`config.mk`:
```
export PLATFORM = sky130hd
export DESIGN_NAME = pbp_ram
export DESIGN_NICKNAME = d
export VERILOG_FILES = /design/src/sv/pbp_ram.sv
export SDC_FILE = /design/constraint.sdc
export NUM_CORES = 1
export LEC_CHECK = 0
export BUFFER_PORTS_ARGS = -buffer_cell sky130_fd_sc_hd__buf_2
export CORE_MARGIN = 2
export CORE_UTILIZATION = 38
export CTS_BUF_LIST = sky130_fd_sc_hd__clkbuf_4 sky130_fd_sc_hd__clkbuf_8
export DETAILED_ROUTE_END_ITERATION = 7
export PLACE_DENSITY = 0.62
export SLEW_MARGIN = 20
export SYNTH_ARGS = -nofsm -noshare
export SYNTH_HDL_FRONTEND = slang
export SYNTH_SLANG_ARGS = --single-unit
```
`constraint.sdc`:
```
create_clock -name clock -period 2.1 [get_ports clock]
set_input_delay 0.21 -clock clock [delete_from_list [all_inputs] [get_ports clock]]
set_output_delay 0.21 -clock clock [all_outputs]
set_load 0.02 [all_outputs]
```
`src/sv/pbp_ram.sv`:
```
// ----------------------------------------------------------------------------
// pbp_ram
// Generic single-port-write, single-port-read RAM with registered read data.
// ----------------------------------------------------------------------------
module pbp_ram #(
   parameter int WIDTH = 8,
   parameter int DEPTH = 16
) (
   input  logic                     clock,
   input  logic                     wr_en,
   input  logic [$clog2(DEPTH)-1:0] wr_addr,
   input  logic [WIDTH-1:0]         wr_data,
   input  logic                     rd_en,
   input  logic [$clog2(DEPTH)-1:0] rd_addr,
   output logic [WIDTH-1:0]         rd_data
);

   logic [WIDTH-1:0] mem_ff [DEPTH];
   logic [WIDTH-1:0] rd_data_ff;

   always_ff @(posedge clock) begin
      if (wr_en) begin
         mem_ff[wr_addr] <= wr_data;
      end
      if (rd_en) begin
         rd_data_ff <= mem_ff[rd_addr];
      end
   end

   assign rd_data = rd_data_ff;

endmodule

```
==> Word-level counts from Yosys, hierarchy flattened <==
Memory sizes are Yosys's and may differ from the RTL's. A register that Yosys moved wholly into a read port is not among the register bits.
Cells that the tools add are included.
{ "word_totals": {"register_bits": 0, "out_inout_bits": 8, "n_memories": 1, "mem_bits_rw": 128, "wordCells": 3, "in_bits": 19} }
{ "memory_table": {"columns": ["name", "depth", "word_bits", "rd", "rd_clocked_by_memory_dff", "write_ports", "line", "text"], "rows": [
  ["mem_ff", 16, 8, 1, 1, 1, "18", "logic [WIDTH-1:0] mem_ff [DEPTH];"]
]} }
{ "classes": {"muxes": 2} }
{ "ops": {"columns": ["operator", "count"], "rows": [
  ["2-to-1 mux 1 bit", 2]
]} }

==> Logic depth before layout (Yosys ltp) <==
{ "depth": {"depth_word": 2, "mapped_depth": 5, "ltp_nobuf": 3} }

==> Worst setup path after synthesis <==
No wires, ideal clock.
{ "synth_path": {"path_type": "in2reg", "from": "input port wr_addr[2]", "to": "memory mem_ff[0][0] (enable)", "n_path_buf": 0, "slack_ps": 397, "setup_ps": 383, "cell_stages": 2, "arrival_ps": 1320, "required_ps": 1717, "path_cell_list": "or3b_2 nor3_1"} }
{ "synth_rtl": {"columns": ["item", "line", "text"], "rows": [
  ["start: declaration", "11", "input logic [$clog2(DEPTH)-1:0] wr_addr,"],
  ["end: declaration", "18", null]
]} }
No word-level cell before the write port.

==> out/qor.txt <==
Height of the die = 121 µm
Actual slew at the worst max-slew pin = 0.638 ns
TritonRoute pass-1 iters = 4
Area enclosed by the die boundary = 0.0147 mm²
Kind of launch point of the worst setup path = register
H-tree level count = 4
Largest net degree at the start of global routing = 33
Nets in the synthesized netlist = 248
Share of the clock period used by the worst path = 72.4%
Maximum clock rate = 658 MHz
Post-layout total power = 5.19 mW
Overall Global Routing Usage = 14.6%
Sw power = 1.18 mW
Signal arrival time at the worst endpoint = 1.70 ns
Worst Hold Slack = 0.158 ns
Via count of the first global-routing pass = 2441
Internal Pwr Total = 4.01 mW
CTS tree = yes
Category of the critical setup timing path = reg2reg
Final total negative setup slack = 0 ns
Cells after synthesis = 229
Number of port buffers = 26
Synth Area in Simple Gates = 3.14%
Peak supply drop = 0.000357 V
Depth of the worst register-to-register path = 3
Number of gates given a new drive strength after cts = 0
Min Tclk post-route = 1.52 ns
Status = finished, final reports clean
Site row count = 42
Number of setup buffers added after CTS = 0
Clock Pin Slew Worst Setup and Hold Paths = 0.08 ns
Total DRC errors in the routed layout = 0
Wire length of the first global-routing pass = 14900 µm
Clock Tree Buf Depth = 2
Area of the core = 0.0133 mm²
Setup repair after global routing missed its margin = false
Synth Register Bits = 136
Slack of the worst reg-to-reg path = 0.58 ns
Reg-to-reg critical path startpoint = mem_ff[4][1]$_DFFE_PP_
Commonest non-fill, non-tap cell in the layout = edfxtp_1
Residual overflow from global routing = 0
Number of max-slew violations in the final report = 0
WHS Endpoint = rd_data[3]$_DFFE_PP_
Sink count of the clock tree = 136
Count of cells along the worst hold path = 1
Worst hold-check path type = in2reg
Syn-to-layout area delta = 14.8%
Mean post-synth cell area = 22.8 µm²
Peak per-stage delay on the critical path = 0.52 ns
Layout fillers = 1139
Final critical-path setup slack = 0.579 ns
Detail Route met3 WL = 540 µm
Critical hold path startpoint = rd_en
I/O pin count = 27
Number of buffers created by CTS = 17
Wire length on met2 = 4940 µm
Via count = 2449
Relative contribution of combinational cells to total power = 5.7%
Gpl congestion = 0.683
Core Util, Final = 45.0%
Endpoint kind of the worst setup timing path = register
Die width = 121 µm
Violation count after the first detailed-routing iteration = 246
Mapped cell area = 0.00523 mm²
Part of the Yosys area used for sequential elements = 78.1%
Synth Area in Adders = 0%
Setup-violating endpoint count in the final report = 0
Highest-count cells in the layout ignoring fill and taps = edfxtp_1 (136), buf_2 (26), mux4_2 (18)
Drt via density = 5.19
Relative contribution of the clock network to total power = 35.2%
Endpoint of the lowest-slack register-to-register path = rd_data[1]$_DFFE_PP_
Total wire length after detailed routing = 9870 µm
Routed length on met1 = 4270 µm
Sw Share = 22.8%
Remaining antenna violation count after routing = 0
Sum of net half-perimeters after detailed placement = 6410 µm
Share of the synthesized area in compound gates (AO/OA/AOI/OAI) = 2.30%
Worst slack, placed = 0.240 ns
Antenna violations before repair = 0
Mux cell area share after synthesis = 14.8%
Slowest library cell on the worst path = mux4_1
Count of yosys warnings during synthesis = 0
Max-cap check violation count = 0
Setup Skew = 0.0114 ns
Leak Pwr = 1.99 nW
Cell Chain, Critical Path = mux4_1, a22oi_1, nand2_1
CTS Hold Bufs = 0
Final routed wire length divided by cell count = 20.9 µm
Post-Synth XOR/XNOR Area = 0%
Ant diodes = 0
Top routing layer used = met4
Ratio of total power to cell area = 864 mW/mm²
Root buf cell = clkbuf_8
Post-synth cell types = 18
Slew margin rel. = 57.4%
Share of layout cells above drive strength 1 = 32.4%
Starting density of the core = 39.2%
Total Nets Final = 302
Critical-path maximum fanout = 1
Total count of hold-check failures in the final report = 0
Main combinational cell family by area after synthesis = multiplexers
Crit path required time = 2.28 ns
Sequential share of power = 59.2%
Clock latency of the later-clocked register in the worst-skew pair = 0.43 ns
-- Yosys cell counts --
master	instances	area share, %
nand3b_1	2	0.29
mux4_1	14	7.0
nand2_1	9	0.65
or3b_2	1	0.17
a22oi_1	16	2.3
edfxtp_1	136	78
nor3_1	4	0.38
buf_4	1	0.14
mux4_2	18	7.8
and2b_1	1	0.14
and2_1	1	0.12
nor2b_1	1	0.12
buf_2	3	0.29
buf_6	3	0.65
nand2b_1	2	0.24
clkdlybuf4s25_2	3	0.57
nand3_1	1	0.096
nor2_1	13	0.93
-- worst max-delay path by stage --
stage | start | endpoint | slack, ns | cells past startpoint
after global placement | rd_addr[0] | rd_data[1]$_DFFE_PP_ | 0.26 | 5
after floorplan | wr_addr[2] | mem_ff[0][0]$_DFFE_PP_ | 0.40 | 2
after global routing | mem_ff[4][1]$_DFFE_PP_ | rd_data[1]$_DFFE_PP_ | 0.49 | 3
after detailed placement | rd_addr[0] | rd_data[1]$_DFFE_PP_ | 0.24 | 5
after CTS | mem_ff[4][1]$_DFFE_PP_ | rd_data[1]$_DFFE_PP_ | 0.55 | 3
final | mem_ff[4][1]$_DFFE_PP_ | rd_data[1]$_DFFE_PP_ | 0.58 | 3
-- per-layer routing --
layer	vias to the layer above	GRT usage, %
li1	1088	-
met1	1284	20.0
met2	70	22.2
met3	7	3.67
met4	0	6.47
met5	-	0
-- stage by stage --
stage | instances | cell area (µm²)
finish | 472 | 6000
global route | 472 | 6000
CTS | 472 | 6000
detailed placement | 440 | 5660
global placement | 440 | 5660
floorplan | 229 | 5230
-- area by class of cell --
| type | count | area, µm² | area share [%] |
|---|---|---|---|
| sequential | 136 | 4080 | 68.0 |
| multi-input combinational | 83 | 1060 | 17.6 |
| tap | 176 | 220 | 3.67 |
| timing repair buffer | 45 | 298 | 4.96 |
| clock buffer | 18 | 241 | 4.02 |
| clock inverter | 14 | 103 | 1.71 |
-- critical path, delay by kind of cell, from the launching register on --
family | cells | cell delay (ns)
flops | 1 | 0.43
simple gates | 1 | 0.08
mux | 1 | 0.52
compound gates | 1 | 0.25
-- cells by family after synthesis --
family | count (synthesis)
compound gates | 16
buf+inv | 10
flops | 136
mux | 32
simple gates | 35
-- power groups by stage --
stage	Sequential [mW]	Combinational, mW	Clock (mW)
6_report	3.07	0.293	1.83
5_1_grt	3.07	0.320	1.99
4_1_cts	3.07	0.301	1.87
3_5_place_dp	3.13	0.300	0
3_3_place_gp	3.13	0.294	0
2_1_floorplan	3.14	0.154	0
-- registers in the layout, indices dropped and copies added (netlist names) --
register and count:
mem_ff 128, rd_data 8
Power figures use the tool's default switching activity.
