## config.mk

```make
export PLATFORM = sky130hd
export DESIGN_NAME = pbp_train
export DESIGN_NICKNAME = d
export VERILOG_FILES = /design/src/sv/pbp_pkg.sv /design/src/sv/pbp_train.sv
export SDC_FILE = /design/constraint.sdc
export NUM_CORES = 1
export LEC_CHECK = 0
export BUFFER_PORTS_ARGS = -buffer_cell sky130_fd_sc_hd__buf_2
export CAP_MARGIN = 20
export CORE_MARGIN = 2
export CORE_UTILIZATION = 55
export DETAILED_ROUTE_END_ITERATION = 10
export GPL_TIMING_DRIVEN = 0
export PLACE_DENSITY = 0.81
export SYNTH_ARGS = -nofsm -noshare
export SYNTH_HDL_FRONTEND = slang
export SYNTH_SLANG_ARGS = --single-unit
```

## constraint.sdc

```tcl
create_clock -name vclk -period 12.15
set_input_delay 0.6075 -clock vclk [all_inputs]
set_output_delay 0.6075 -clock vclk [all_outputs]
set_load 0.05 [all_outputs]
```

## src/sv/pbp_pkg.sv

```systemverilog
// ----------------------------------------------------------------------------
// pbp_pkg
// Shared types and fixed constants of the perceptron branch predictor.
// ----------------------------------------------------------------------------
package pbp_pkg;

   localparam int WEIGHT_W   = 9;   // signed weight, clamped to +/- theta
   localparam int SUM_W      = 16;  // signed perceptron output
   localparam int THETA_W    = 8;
   localparam int ADDR_W     = 64;
   localparam int GROUP_SIZE = 8;   // terms added per partial sum

   localparam logic [THETA_W-1:0] THETA_RESET = 8'd44;

   typedef struct packed {
      logic [ADDR_W-1:0] branch_address;
      logic              actual_taken;
   } req_type;

   typedef struct packed {
      logic                    predicted_taken;
      logic signed [SUM_W-1:0] perceptron_sum;
      logic                    mispredicted;
      logic                    trained;
   } rsp_type;

   // enables of the two registered levels of the dot-product tree
   typedef struct packed {
      logic part_en;
      logic sum_en;
   } dot_ctl_type;

endpackage

```

## src/sv/pbp_train.sv

```systemverilog
// ----------------------------------------------------------------------------
// pbp_train
// Prediction, training decision and clamped weight update of one row.
// ----------------------------------------------------------------------------
module pbp_train #(
   parameter int HIST_LEN = 16
) (
   input  logic [(HIST_LEN+1)*pbp_pkg::WEIGHT_W-1:0] row_data,
   input  logic [HIST_LEN-1:0]                       hist,
   input  logic                                      taken,
   input  logic signed [pbp_pkg::SUM_W-1:0]          y,
   input  logic [pbp_pkg::THETA_W-1:0]               theta,
   output logic [(HIST_LEN+1)*pbp_pkg::WEIGHT_W-1:0] new_row,
   output pbp_pkg::rsp_type                          result
);
   import pbp_pkg::*;

   localparam int ROW_W = HIST_LEN + 1;
   localparam int CW    = WEIGHT_W + 1;

   logic                    pred;
   logic                    mis;
   logic [SUM_W-1:0]        abs_y;
   logic signed [CW-1:0]    theta_pos;
   logic signed [CW-1:0]    theta_neg;

   assign pred      = !y[SUM_W-1] && (y != '0);
   assign mis       = pred != taken;
   assign abs_y     = y[SUM_W-1] ? SUM_W'(-y) : SUM_W'(y);
   assign theta_pos = signed'({{(CW-THETA_W){1'b0}}, theta});
   assign theta_neg = -theta_pos;

   // step each weight toward agreement with the outcome, then clamp
   for (genvar i = 0; i < ROW_W; i++) begin : g_upd
      logic                 xbit;
      logic signed [CW-1:0] v;
      if (i == 0) begin : g_bias
         assign xbit = 1'b1;
      end else begin : g_hist
         assign xbit = hist[i-1];
      end
      assign v = signed'({row_data[i*WEIGHT_W+WEIGHT_W-1],
                          row_data[i*WEIGHT_W +: WEIGHT_W]})
               + ((taken == xbit) ? CW'(1) : -CW'(1));
      always_comb begin
         if (v > theta_pos) begin
            new_row[i*WEIGHT_W +: WEIGHT_W] = theta_pos[WEIGHT_W-1:0];
         end else if (v < theta_neg) begin
            new_row[i*WEIGHT_W +: WEIGHT_W] = theta_neg[WEIGHT_W-1:0];
         end else begin
            new_row[i*WEIGHT_W +: WEIGHT_W] = v[WEIGHT_W-1:0];
         end
      end
   end

   assign result.predicted_taken = pred;
   assign result.perceptron_sum  = y;
   assign result.mispredicted    = mis;
   assign result.trained         = mis || (abs_y < {{(SUM_W-THETA_W){1'b0}}, theta});

endmodule

```

; ---- Yosys cells after proc, flatten, opt, wreduce, memory -nomap -nowiden
; Cells that the tools add are included.
[totals]
regBits = 0
inputBits = 194
[op_classes]
addsub = 19
order_cmp = 35
n_eq_ne = 17
n_mux = 52
reduce_logical = 4
[op_table]
columns = cell, n
row1 = 2-to-1 mux 9 bit, 34
row2 = adder 9 x 10 -> 10 bit, 17
row3 = greater-than comparator 10 x 9 -> 1 bit, 17
row4 = less-than comparator 10 bit, 17
row5 = 2-to-1 mux 10 bit, 17
row6 = equality test 1 bit, 16
row7 = less-than comparator 16 x 8 -> 1 bit, 1
row8 = 2-to-1 mux 16 bit, 1
row9 = negation 16 bit, 1
row10 = nonzero test 16 bit, 1
row11 = negation 8 -> 10 bit, 1
row12 = logical AND 1 bit, 1
row13 = zero test 1 bit, 1
row14 = logical OR 1 bit, 1
row15 = inequality test 1 bit, 1

; ---- Longest topological paths before layout
; Gate-level depths: netlist of run 1.
[logic_depth]
depth_word = 6
mapped_depth = 20

; ---- Worst setup path before layout of run 1
; Ideal clock, no wire load.
[synth_timing]
kind = in2out
start = input port taken
end = output port new_row[53] in the netlist's numbering
arrival_time_ps = 5719
required_time_ps = 11542
setup_slack_ps = 5824
cell_stages = 16
n_path_buf = 3
path_cell_list = clkbuf_1 > clkbuf_1 > xor2_1 > ha_1 > a21o_1 > a41oi_1 > a221oi_1 > a221oi_1 > ha_1 > a21o_1 > a211oi_1 > nand2_1 > o22ai_1 > buf_2 > nor2_1 > a211oi_1
[synth_between]
elab_chain_cells = 6
[synth_lines]
columns = element, line
row1 = "start, declared", pbp_train.sv:10  ; input logic taken,
row2 = equality test 1 bit *, pbp_train.sv:44  ; + ((taken == xbit) ? CW'(1) : -CW'(1));
row3 = 2-to-1 mux 10 bit *, pbp_train.sv:44
row4 = adder 9 x 10 -> 10 bit *, pbp_train.sv:44
row5 = less-than comparator 10 bit, pbp_train.sv:48  ; end else if (v < theta_neg) begin
row6 = 2-to-1 mux 9 bit, pbp_train.sv:48
row7 = 2-to-1 mux 9 bit *, pbp_train.sv:46  ; if (v > theta_pos) begin
row8 = "end, declared", pbp_train.sv:13  ; output logic [(HIST_LEN+1)*pbp_pkg::WEIGHT_W-1:0] new_row,
; Mark *: on every way between the ends. The rest lies on a longest branch, timed or not.

; ---- Final worst setup path of run 1
[layout_timing]
start = input port theta[1] in the netlist's numbering
end = output port new_row[152] in the netlist's numbering
[layout_between]
elab_chain_cells = 4
[layout_lines]
columns = element, line
row1 = "start, declared", pbp_train.sv:12  ; input logic [pbp_pkg::THETA_W-1:0] theta,
row2 = negation 8 -> 10 bit, pbp_train.sv:31  ; assign theta_neg = -theta_pos;
row3 = less-than comparator 10 bit, pbp_train.sv:48
row4 = 2-to-1 mux 9 bit, pbp_train.sv:48
row5 = 2-to-1 mux 9 bit *, pbp_train.sv:46
; Marked as above.

==> results of run 1 <==
==> cell usage after synthesis (17+ instances only) <==
cell       instances  area, um2
mux2i_1          141       1411
buf_4             19      142.6
o2111ai_1         28      245.2
xor2_1            30      262.8
o21ai_1           30      150.1
ha_1             448       5605
nand4_1           33      206.5
nor2_1           152      570.6
o211ai_1          32      240.2
a211oi_1          48      360.4
nand3_1           20      100.1
nor2b_1           40      250.2
nor3_1            32      160.2
nand2_1          128      480.5
clkbuf_1          38      142.6
fa_1              17      340.3
nand2b_1          37      231.5
a21o_1            31      232.7
o21ai_0          151      755.7
o31ai_1           18      135.1
o22ai_1           60      375.4
buf_2             25      125.1
a21oi_1          156      780.8
o21a_1            63      473.0
inv_1            140      525.5
xnor2_1          101      884.6
a31oi_1           18      112.6
==> placed cells by master, fill, tap and decap left out, drive strengths merged, types with 8 or more instances in the layout <==
cell type	n
ha	448
buf	424
o21ai	183
a21oi	156
nor2	152
mux2i	141
inv	140
nand2	129
xnor2	101
o21a	63
o22ai	61
a211oi	48
nor2b	41
clkbuf	38
nand2b	37
nor3	34
nand4	33
o211ai	32
a21o	31
xor2	30
o2111ai	28
nand3	20
o31ai	18
a31oi	18
fa	17
nand3b	16
diode	15
a221oi	15
o221ai	13
nor4	12
a41oi	12
o21ba	12
and3	11
a211o	9
nor3b	8
mux2	8
==> path summary, 6_finish.rpt <==
check,to,slack (ns),cells after the start
hold / removal,new_row[63],1.64,3
setup / recovery,new_row[152],3.03,19
==> per-layer routing <==
metal,wire length [um],vias to the layer above,global-route usage
met4,3908,8,0.1958
met3,7128,282,0.07942
met5,51,-,0
met2,28050,1191,0.6057
li1,-,9219,-
met1,25220,9130,0.4536
==> logic make-up after synthesis <==
kind of cell    count (synthesis)  share of synthesized area
compound gates                736                     0.2820
simple gates                  520                     0.1517
fa+ha+maj                     466                     0.3520
buf+inv                       229                    0.05775
mux                           149                    0.08873
xor+xnor                      131                    0.06781
==> power groups by stage <==
stage / clock [mW] / sequential (mW) / combinational, mW
finish: 0.000000165 / 0 / 3.39
global route: 0.0000000550 / 0 / 3.59
CTS: 0 / 0 / 3.31
detailed placement: 0 / 0 / 3.29
global placement: 0 / 0 / 3.19
floorplan: 0 / 0 / 2.52
==> critical path, stage by stage <==
cell       delay (ns)
buf_2            0.20
clkbuf_1         0.46
inv_1            0.64
buf_16           0.27
ha_1             0.16
clkbuf_1         0.41
nand4_1          0.33
xnor2_1          0.70
clkbuf_1         0.93
inv_1            0.89
ha_1             0.53
or4_1            0.53
o2111ai_1        0.13
a21oi_1          0.07
o22ai_2          0.27
buf_2            0.31
nor2_1           0.07
a211oi_1         0.57
buf_2            0.39
==> through the flow <==
step	cell area [um2]	total power, mW	worst slack [ns]
6_report	19530	3.386	3.030
5_1_grt	19500	3.595	3.081
4_1_cts	19440	3.307	3.651
3_5_place_dp	19440	3.294	3.653
3_3_place_gp	19240	3.194	3.328
2_1_floorplan	16920	2.521	5.824
==> cell type report <==
| cell class | count | area [um2] |
|---|---|---|
| tap | 396 | 495.5 |
| timing repair buffer | 376 | 2066 |
| multi-input combinational | 2002 | 15940 |
| inverter | 143 | 536.8 |
| antenna | 15 | 37.54 |
| buffer | 86 | 447.9 |
| fill | 2718 | 10900 |
==> metrics.md, run 1 <==
| Metric | Value |
|---|---|
| Status | `finished clean` |
| Via-to-Cell Ratio | `about 6.6` |
| Max FO, Critical Path | `17` |
| Die Wd | `179.4 um` |
| P_int | `around 1.1 mW` |
| Clock buffer count | `0` |
| First-pass GRT wire length | `97250 um` |
| Final setup fails | `0` |
| Hold Slack | `1.644 ns` |
| Final Max Tran Viols | `0` |
| I/O Pins | `366` |
| Post-DRT Antenna Nets | `0` |
| Max transition margin | `0.1150` |
| Worst Setup SP | `theta[1]` |
| Core Rows | `64` |
| Initial Util | `0.5561` |
| Gpl congestion | `approximately 0.97` |
| Final wirelength | `64360 um` |
| Part of the Yosys area used for sequential elements | `0` |
| RSZ-0062 raised after global routing | `false` |
| 1st-pass router iterations | `6` |
| Die Area | `32180 um2` |
| Flop pwr share | `0` |
| Crit path DAT | `8.51 ns` |
| Setup_tns | `0 ns` |
| P&R area growth vs syn | `15.40%` |
| Min cycle time layout | `9.120 ns` |
| Yosys warns | `0` |
| Largest net degree at the start of global routing | `27` |
| Hold Buf Count CTS | `0` |
| Synthesized Nets | `2890` |
| Static Leak | `9.510 nW` |
| Comb power frac | `1.000` |
| MaxCap Viol Count | `0` |
| Max Clk Rate | `109.7 MHz` |
| Residual DRC | `0` |
| Final core utilization | `0.6417` |
| Sw power | `2.330 mW` |
| FF+latch area | `0 um2` |
| Die height | `179.4 um` |
| Drt initial violations | `1984` |
| Cell Pwr Density | `173.4 nW/um2` |
| Tightest Hold Check Type | `in -> out` |
| Synthesized instance count | `2231` |
| Gates resized, CTS repair | `0` |
| Crit. End Element | `output pin` |
| Total number of vias | `19830` |
| Post-Layout Cell Count | `3018` |
| Clock share of power | `0` |
| Fin. Hold Viols | `0` |
| Hold Startpoint | `row_data[63]` |
| Cell variety after synth | `76` |
| Req. time, crit path | `11.54 ns` |
| Layout cells sized above 1 | `0.1772` |
| HPWL reported at the end of detailed placement | `49070 um` |
| CP Launch Type | `input port` |
| Post-CTS Repair Setup Buffers | `0` |
| Synthesized area per cell | `7.585 um2` |
| # port buffers | `364` |
| Mapped Area | `16920 um2` |
| Core Area | `30430 um2` |
| Switching power share of the total | `0.6882` |
| Initial antenna violation count | `16` |
| Gr ovfl total | `0` |
| Seq_cells | `0` |
| Layout Nets | `3268` |
| Period utilization | `0.7506` |
| Critical path class | `in -> out` |
| Drt wl/cell | `21.32 um` |
| Worst slew pin tran | `1.318 ns` |
| GRT Total Usage | `0.3698` |
| Vias in the first global route | `18730` |
| Placed cells | `3000` |
| Maximum vdd ir drop | `0.1561 mV` |
Note: power is estimated with default switching activity, not from simulation.
==> run 2, diff against run 1 <==
- ABC_AREA: not set -> 1
- PLACE_DENSITY: 0.81 -> 0.8
- clock period: 12.15 -> 9.1 ns (I/O delays scaled with it)
==> run 2 against run 1 <==
Via count rose by 5.6%. Synthesized cell count rose by 24%. Routed wire length fell by 1.2%. Utilization fell by 0.55 points. Largest cell class unchanged. Highest routed layer unchanged.
==> metrics.md, run 2 <==
| Metric | Value |
|---|---|
| Gpl congestion | `0.9292` |
| 1st-pass router iterations | `6` |
| Hold Startpoint | `y[3]` |
| Crit. End Element | `output pin` |
| Hold depth | `3` |
| Status | `finished clean` |
| Fin. Hold Viols | `0` |
| Final setup fails | `0` |
| P&R area growth vs syn | `14.74%` |
| Placed standard-cell area | `19880 um2` |
| CP Launch Type | `input port` |
| Seq_cells | `0` |
| Final core utilization | `0.6362` |
| Slowest stage delay, CP | `0.87 ns` |
| Synth top area share | `0.3229` |
| Via-to-Cell Ratio | `5.878` |
| Hold Buf Count CTS | `0` |
| Max Clk Rate | `147.4 MHz` |
| Synthesized instance count | `2775` |
| Max transition margin | `0.2062` |
| GRT Total Usage | `0.3680` |
| Vias in the first global route | `20056` |
| Die height | `181.7 um` |
| Gr ovfl total | `0` |
| Mapped Area | `17360 um2` |
| Hold Path End | `result[5]` |
| Crit path DAT | `6.33 ns` |
| Largest cells by area after synthesis | `ha_1, nand2_1, a21oi_1` |
| MaxCap Viol Count | `0` |
| First-pass GRT wire length | `between 90000 and 100000 um` |
| Initial antenna violation count | `13` |
| Residual DRC | `0` |
| # port buffers | `365` |
| FF+latch area | `0 um2` |
| Post-Layout Cell Count | `3563` |
| Clock buffer count | `0` |
| I/O Pins | `~370` |
| Initial Util | `0.5545` |
| Static Leak | `about 11 nW` |
| Tot Pwr | `roughly 4.6 mW` |
| Crit path top cell by count | `clkbuf_1` |
| Most common cell after layout, fill and taps aside | `nand2_1` |
| Core Area | `between 30000 and 40000 um2` |
| Crit-path cells | `buf_2 -> buf_6 -> inv_6 -> clkbuf_1 -> ha_1 -> clkbuf_1 -> clkinv_1 -> buf_16 -> ha_1 -> a21oi_1 -> nor2_1 -> a211oi_1 -> nand2_1 -> nand2_1 -> clkbuf_1 -> nor2_1 -> o21ai_0 -> buf_2` |
| Placed cells | `3551` |
| Commonest cells after routing, fill and taps aside | `nand2_1, ha_1, buf_2` |
| Post-DRT Antenna Nets | `0` |
| Core Rows | `65` |
| Die Wd | `181.7 um` |
| Final wirelength | `63590 um` |
| HPWL reported at the end of detailed placement | `49310 um` |
| Total number of vias | `20945` |
| Hold Slack | `1.328 ns` |
| Yosys warns | `0` |
| Crit path setup slack, layout | `2.318 ns` |
| Maximum vdd ir drop | `0.2494 mV` |
| Worst slew pin tran | `1.191 ns` |
| RSZ-0062 raised after global routing | `false` |
| Drt wl/cell | `17.85 um` |
| Gates resized, CTS repair | `0` |
| Post-synth top area cell | `ha_1` |
| Synthesized area per cell | `6.256 um2` |
| Part of the Yosys area used for sequential elements | `0` |
| Tightest Hold Check Type | `in -> out` |
| Period utilization | `0.7453` |
| Cell variety after synth | `52` |
| Count leader, synth | `nand2_1` |
| Drt initial violations | `1768` |
| Max FO, Critical Path | `18` |
| Req. time, crit path | `about 8.7 ns` |
| Final Max Tran Viols | `0` |
| Synthesized Nets | `3434` |
| Cell Pwr Density | `231.4 nW/um2` |
| Finished layout cell area | `19920 um2` |
| Post-CTS Repair Setup Buffers | `0` |
| Critical path class | `in -> out` |
| Layout Nets | `3811` |
| Layout cells sized above 1 | `0.1660` |
| Pre-CTS setup slack | `between 2 and 2.5 ns` |
| Post-synth top cells | `nand2_1, ha_1, inv_1` |
| Largest net degree at the start of global routing | `28` |
| Die Area | `33000 um2` |
| Min cycle time layout | `6.782 ns` |
| Slowest CP cell | `clkinv_1` |
| Setup_tns | `0 ns` |
[run 2: final cells by class]
cell class	instances	area [um2]
diodes	11	27.53
plain buffers	71	445.4
fillers	2987	11390
inverters	372	1401
multi-input cells	2332	15530
well taps	402	503.0
repair buffers	375	2016
[run 2: layer usage]
metal	up-vias	wire, um	track usage
met3	255	6516	0.05977
met4	10	3597	0.1925
met5	-	76	0
met1	9425	25010	0.4487
met2	1042	28390	0.6225
li1	10213	-	-
[run 2: worst max path at each step]
stage / endpoint / slack [ns] / startpoint
floorplan: new_row[89] / 3.70 / theta[1]
global placement: new_row[111] / 1.39 / theta[1]
detailed placement: new_row[111] / 2.45 / theta[0]
CTS: new_row[111] / 2.44 / theta[0]
global route: new_row[80] / 2.27 / theta[0]
finish: new_row[111] / 2.32 / theta[0]
[run 2: power breakdown]
group	switching, mW	internal [mW]
Combinational	3.33	1.28
Sequential	0	0
Clock	0	0.000000162
Total	3.33	1.28
[run 2: cell families (layout without fill, tap and decap cells)]
group | after synthesis | in the layout | share of synthesized area
and+or+nand+nor | 1062 | 1062 | 0.2574
AOI/OAI and AO/OA | 660 | 660 | 0.2192
adders and majority gates | 465 | 465 | 0.3425
buffers and inverters | 443 | 818 | 0.1061
xor gates and xnor gates | 145 | 145 | 0.07488
other | 0 | 11 | 0
[run 2: worst max-delay path: cells and delay by family]
kind / cells / cell delay, ns
compound gates: 3 / 0.65
fa+ha+maj: 2 / 0.71
buf+inv: 9 / 4.03
simple gates: 4 / 0.44
==> run 3, diff against run 2 <==
- clock period: 9.1 -> 6.4 ns (I/O delays scaled with it)
==> run 3 against run 2 <==
Cell count about the same. Power rose by 42%. Global-route usage stayed put. Via count increased by 0.23%. Critical path depth unchanged. First-iteration DRC count up 6.1%. Hold slack worse by 0.27 ns. Combinational power is 42% higher. Worst setup slack lost 2.3 ns. Non-clock buffer count is the same. Critical endpoint unchanged.
==> metrics.md, run 3 (synthesized netlist as in run 2, its figures left out) <==
| Metric | Value |
|---|---|
| Status | `finished clean` |
| Tightest Hold Check Type | `in -> out` |
| Initial antenna violation count | `13` |
| Vias in the first global route | `20056` |
| Setup_tns | `0 ns` |
| 1st-pass router iterations | `6` |
| Final core utilization | `0.6364` |
| Drt initial violations | `1875` |
| Die Area | `about 33000 um2` |
| Final Max Tran Viols | `0` |
| Via-to-Cell Ratio | `5.895` |
| Hold Buf Count CTS | `0` |
| HPWL reported at the end of detailed placement | `roughly 50000 um` |
| Core Area | `31310 um2` |
| Max transition margin | `0.1814` |
| Gpl congestion | `0.9292` |
| Hold depth | `3` |
| Req. time, crit path | `6.08 ns` |
| Fin. Hold Viols | `0` |
| Layout Nets | `about 3800` |
| Core Rows | `65` |
| Largest net degree at the start of global routing | `28` |
| Max Clk Rate | `around 160 MHz` |
| Seq_cells | `0` |
| Clock buffer count | `0` |
| Gr ovfl total | `0` |
| Worst slew pin tran | `1.228 ns` |
| FF+latch area | `0 um2` |
| Final wirelength | `63740 um` |
| Crit. End Element | `output pin` |
| Tot Pwr | `6.557 mW` |
| CP Launch Type | `input port` |
| Period utilization | `0.9948` |
| Post-DRT Antenna Nets | `0` |
| Final setup fails | `0` |
| P&R area growth vs syn | `14.77%` |
| Most common cell after layout, fill and taps aside | `nand2_1` |
| Critical path class | `in -> out` |
| Layout cells sized above 1 | `0.1667` |
| Hold Slack | `1.058 ns` |
| Static Leak | `11.28 nW` |
| I/O Pins | `366` |
| Pre-CTS setup slack | `0.01703 ns` |
| Cell Pwr Density | `329.1 nW/um2` |
| Commonest cells after routing, fill and taps aside | `nand2_1, ha_1, buf_2` |
| First-pass GRT wire length | `98670 um` |
| Initial Util | `0.5545` |
| Die Wd | `181.7 um` |
| Maximum vdd ir drop | `0.3540 mV` |
| Min cycle time layout | `6.367 ns` |
| Total number of vias | `20993` |
| RSZ-0062 raised after global routing | `false` |
| Crit path DAT | `6.05 ns` |
| MaxCap Viol Count | `0` |
| # port buffers | `365` |
| Crit path setup slack, layout | `0.03297 ns` |
| GRT Total Usage | `0.3680` |
| Drt wl/cell | `roughly 18 um` |
| Residual DRC | `0` |
| Max FO, Critical Path | `18` |
| Die height | `181.7 um` |
[run 3: changes by cell type in the layout (fill, tap and decap cells not counted)]
cell | previous run | this run
xnor2_2 | 0 | 1
clkinvlp_4 | 0 | 1
clkinv_1 | 2 | 1
xnor2_1 | 49 | 48
diode_2 | 11 | 9
[run 3: power by group]
group          switching, mW  internal, mW   total (mW)
clock                      0   0.000000188  0.000000188
sequential                 0             0            0
combinational           4.74          1.82         6.56
total                   4.74          1.82         6.56
[run 3: cell type report]
type,count,area (um2)
diodes,9,22.52
plain buffers,71,445.4
fillers,2987,11380
inverters,372,1405
multi-input cells,2332,15530
well taps,402,503.0
repair buffers,375,2016
[run 3: what timing repair did]
item,in CTS,in global routing
gates resized for setup,0,2
setup endpoints to repair,0,23
hold endpoints to repair,0,0
buffers inserted,0,0
[run 3: layer usage]
| layer | wire [um] | global-route usage | vias up | part of all wire |
|---|---|---|---|---|
| li1 | - | - | 10206 | - |
| met4 | 3489 | 0.1925 | 10 | 0.055 |
| met5 | 73 | 0 | - | 0.0011 |
| met3 | 6545 | 0.05977 | 246 | 0.10 |
| met2 | 28630 | 0.6225 | 1066 | 0.45 |
| met1 | 25000 | 0.4487 | 9465 | 0.39 |
[run 3: final timing paths]
path,to,slack [ns],startpoint
setup / recovery,new_row[111],0.03,theta[0]
hold / removal,result[5],1.06,y[3]
[run 3: worst max-delay path, stage by stage]
cell	delay, ns
buf_2	0.57
buf_6	0.30
inv_6	0.12
clkbuf_1	0.35
ha_1	0.40
clkbuf_1	0.73
clkinvlp_4	0.74
buf_16	0.36
ha_1	0.30
a21oi_1	0.16
nor2_1	0.07
a211oi_1	0.20
nand2_1	0.10
nand2_1	0.20
clkbuf_1	0.38
nor2_1	0.07
o21ai_0	0.29
buf_2	0.33
[run 3: per-stage QoR]
step,cells,instance area [um2]
floorplan,2775,17360
global route,3555,19910
CTS,3551,19880
detailed placement,3551,19880
finish,3561,19930
global placement,3542,19690
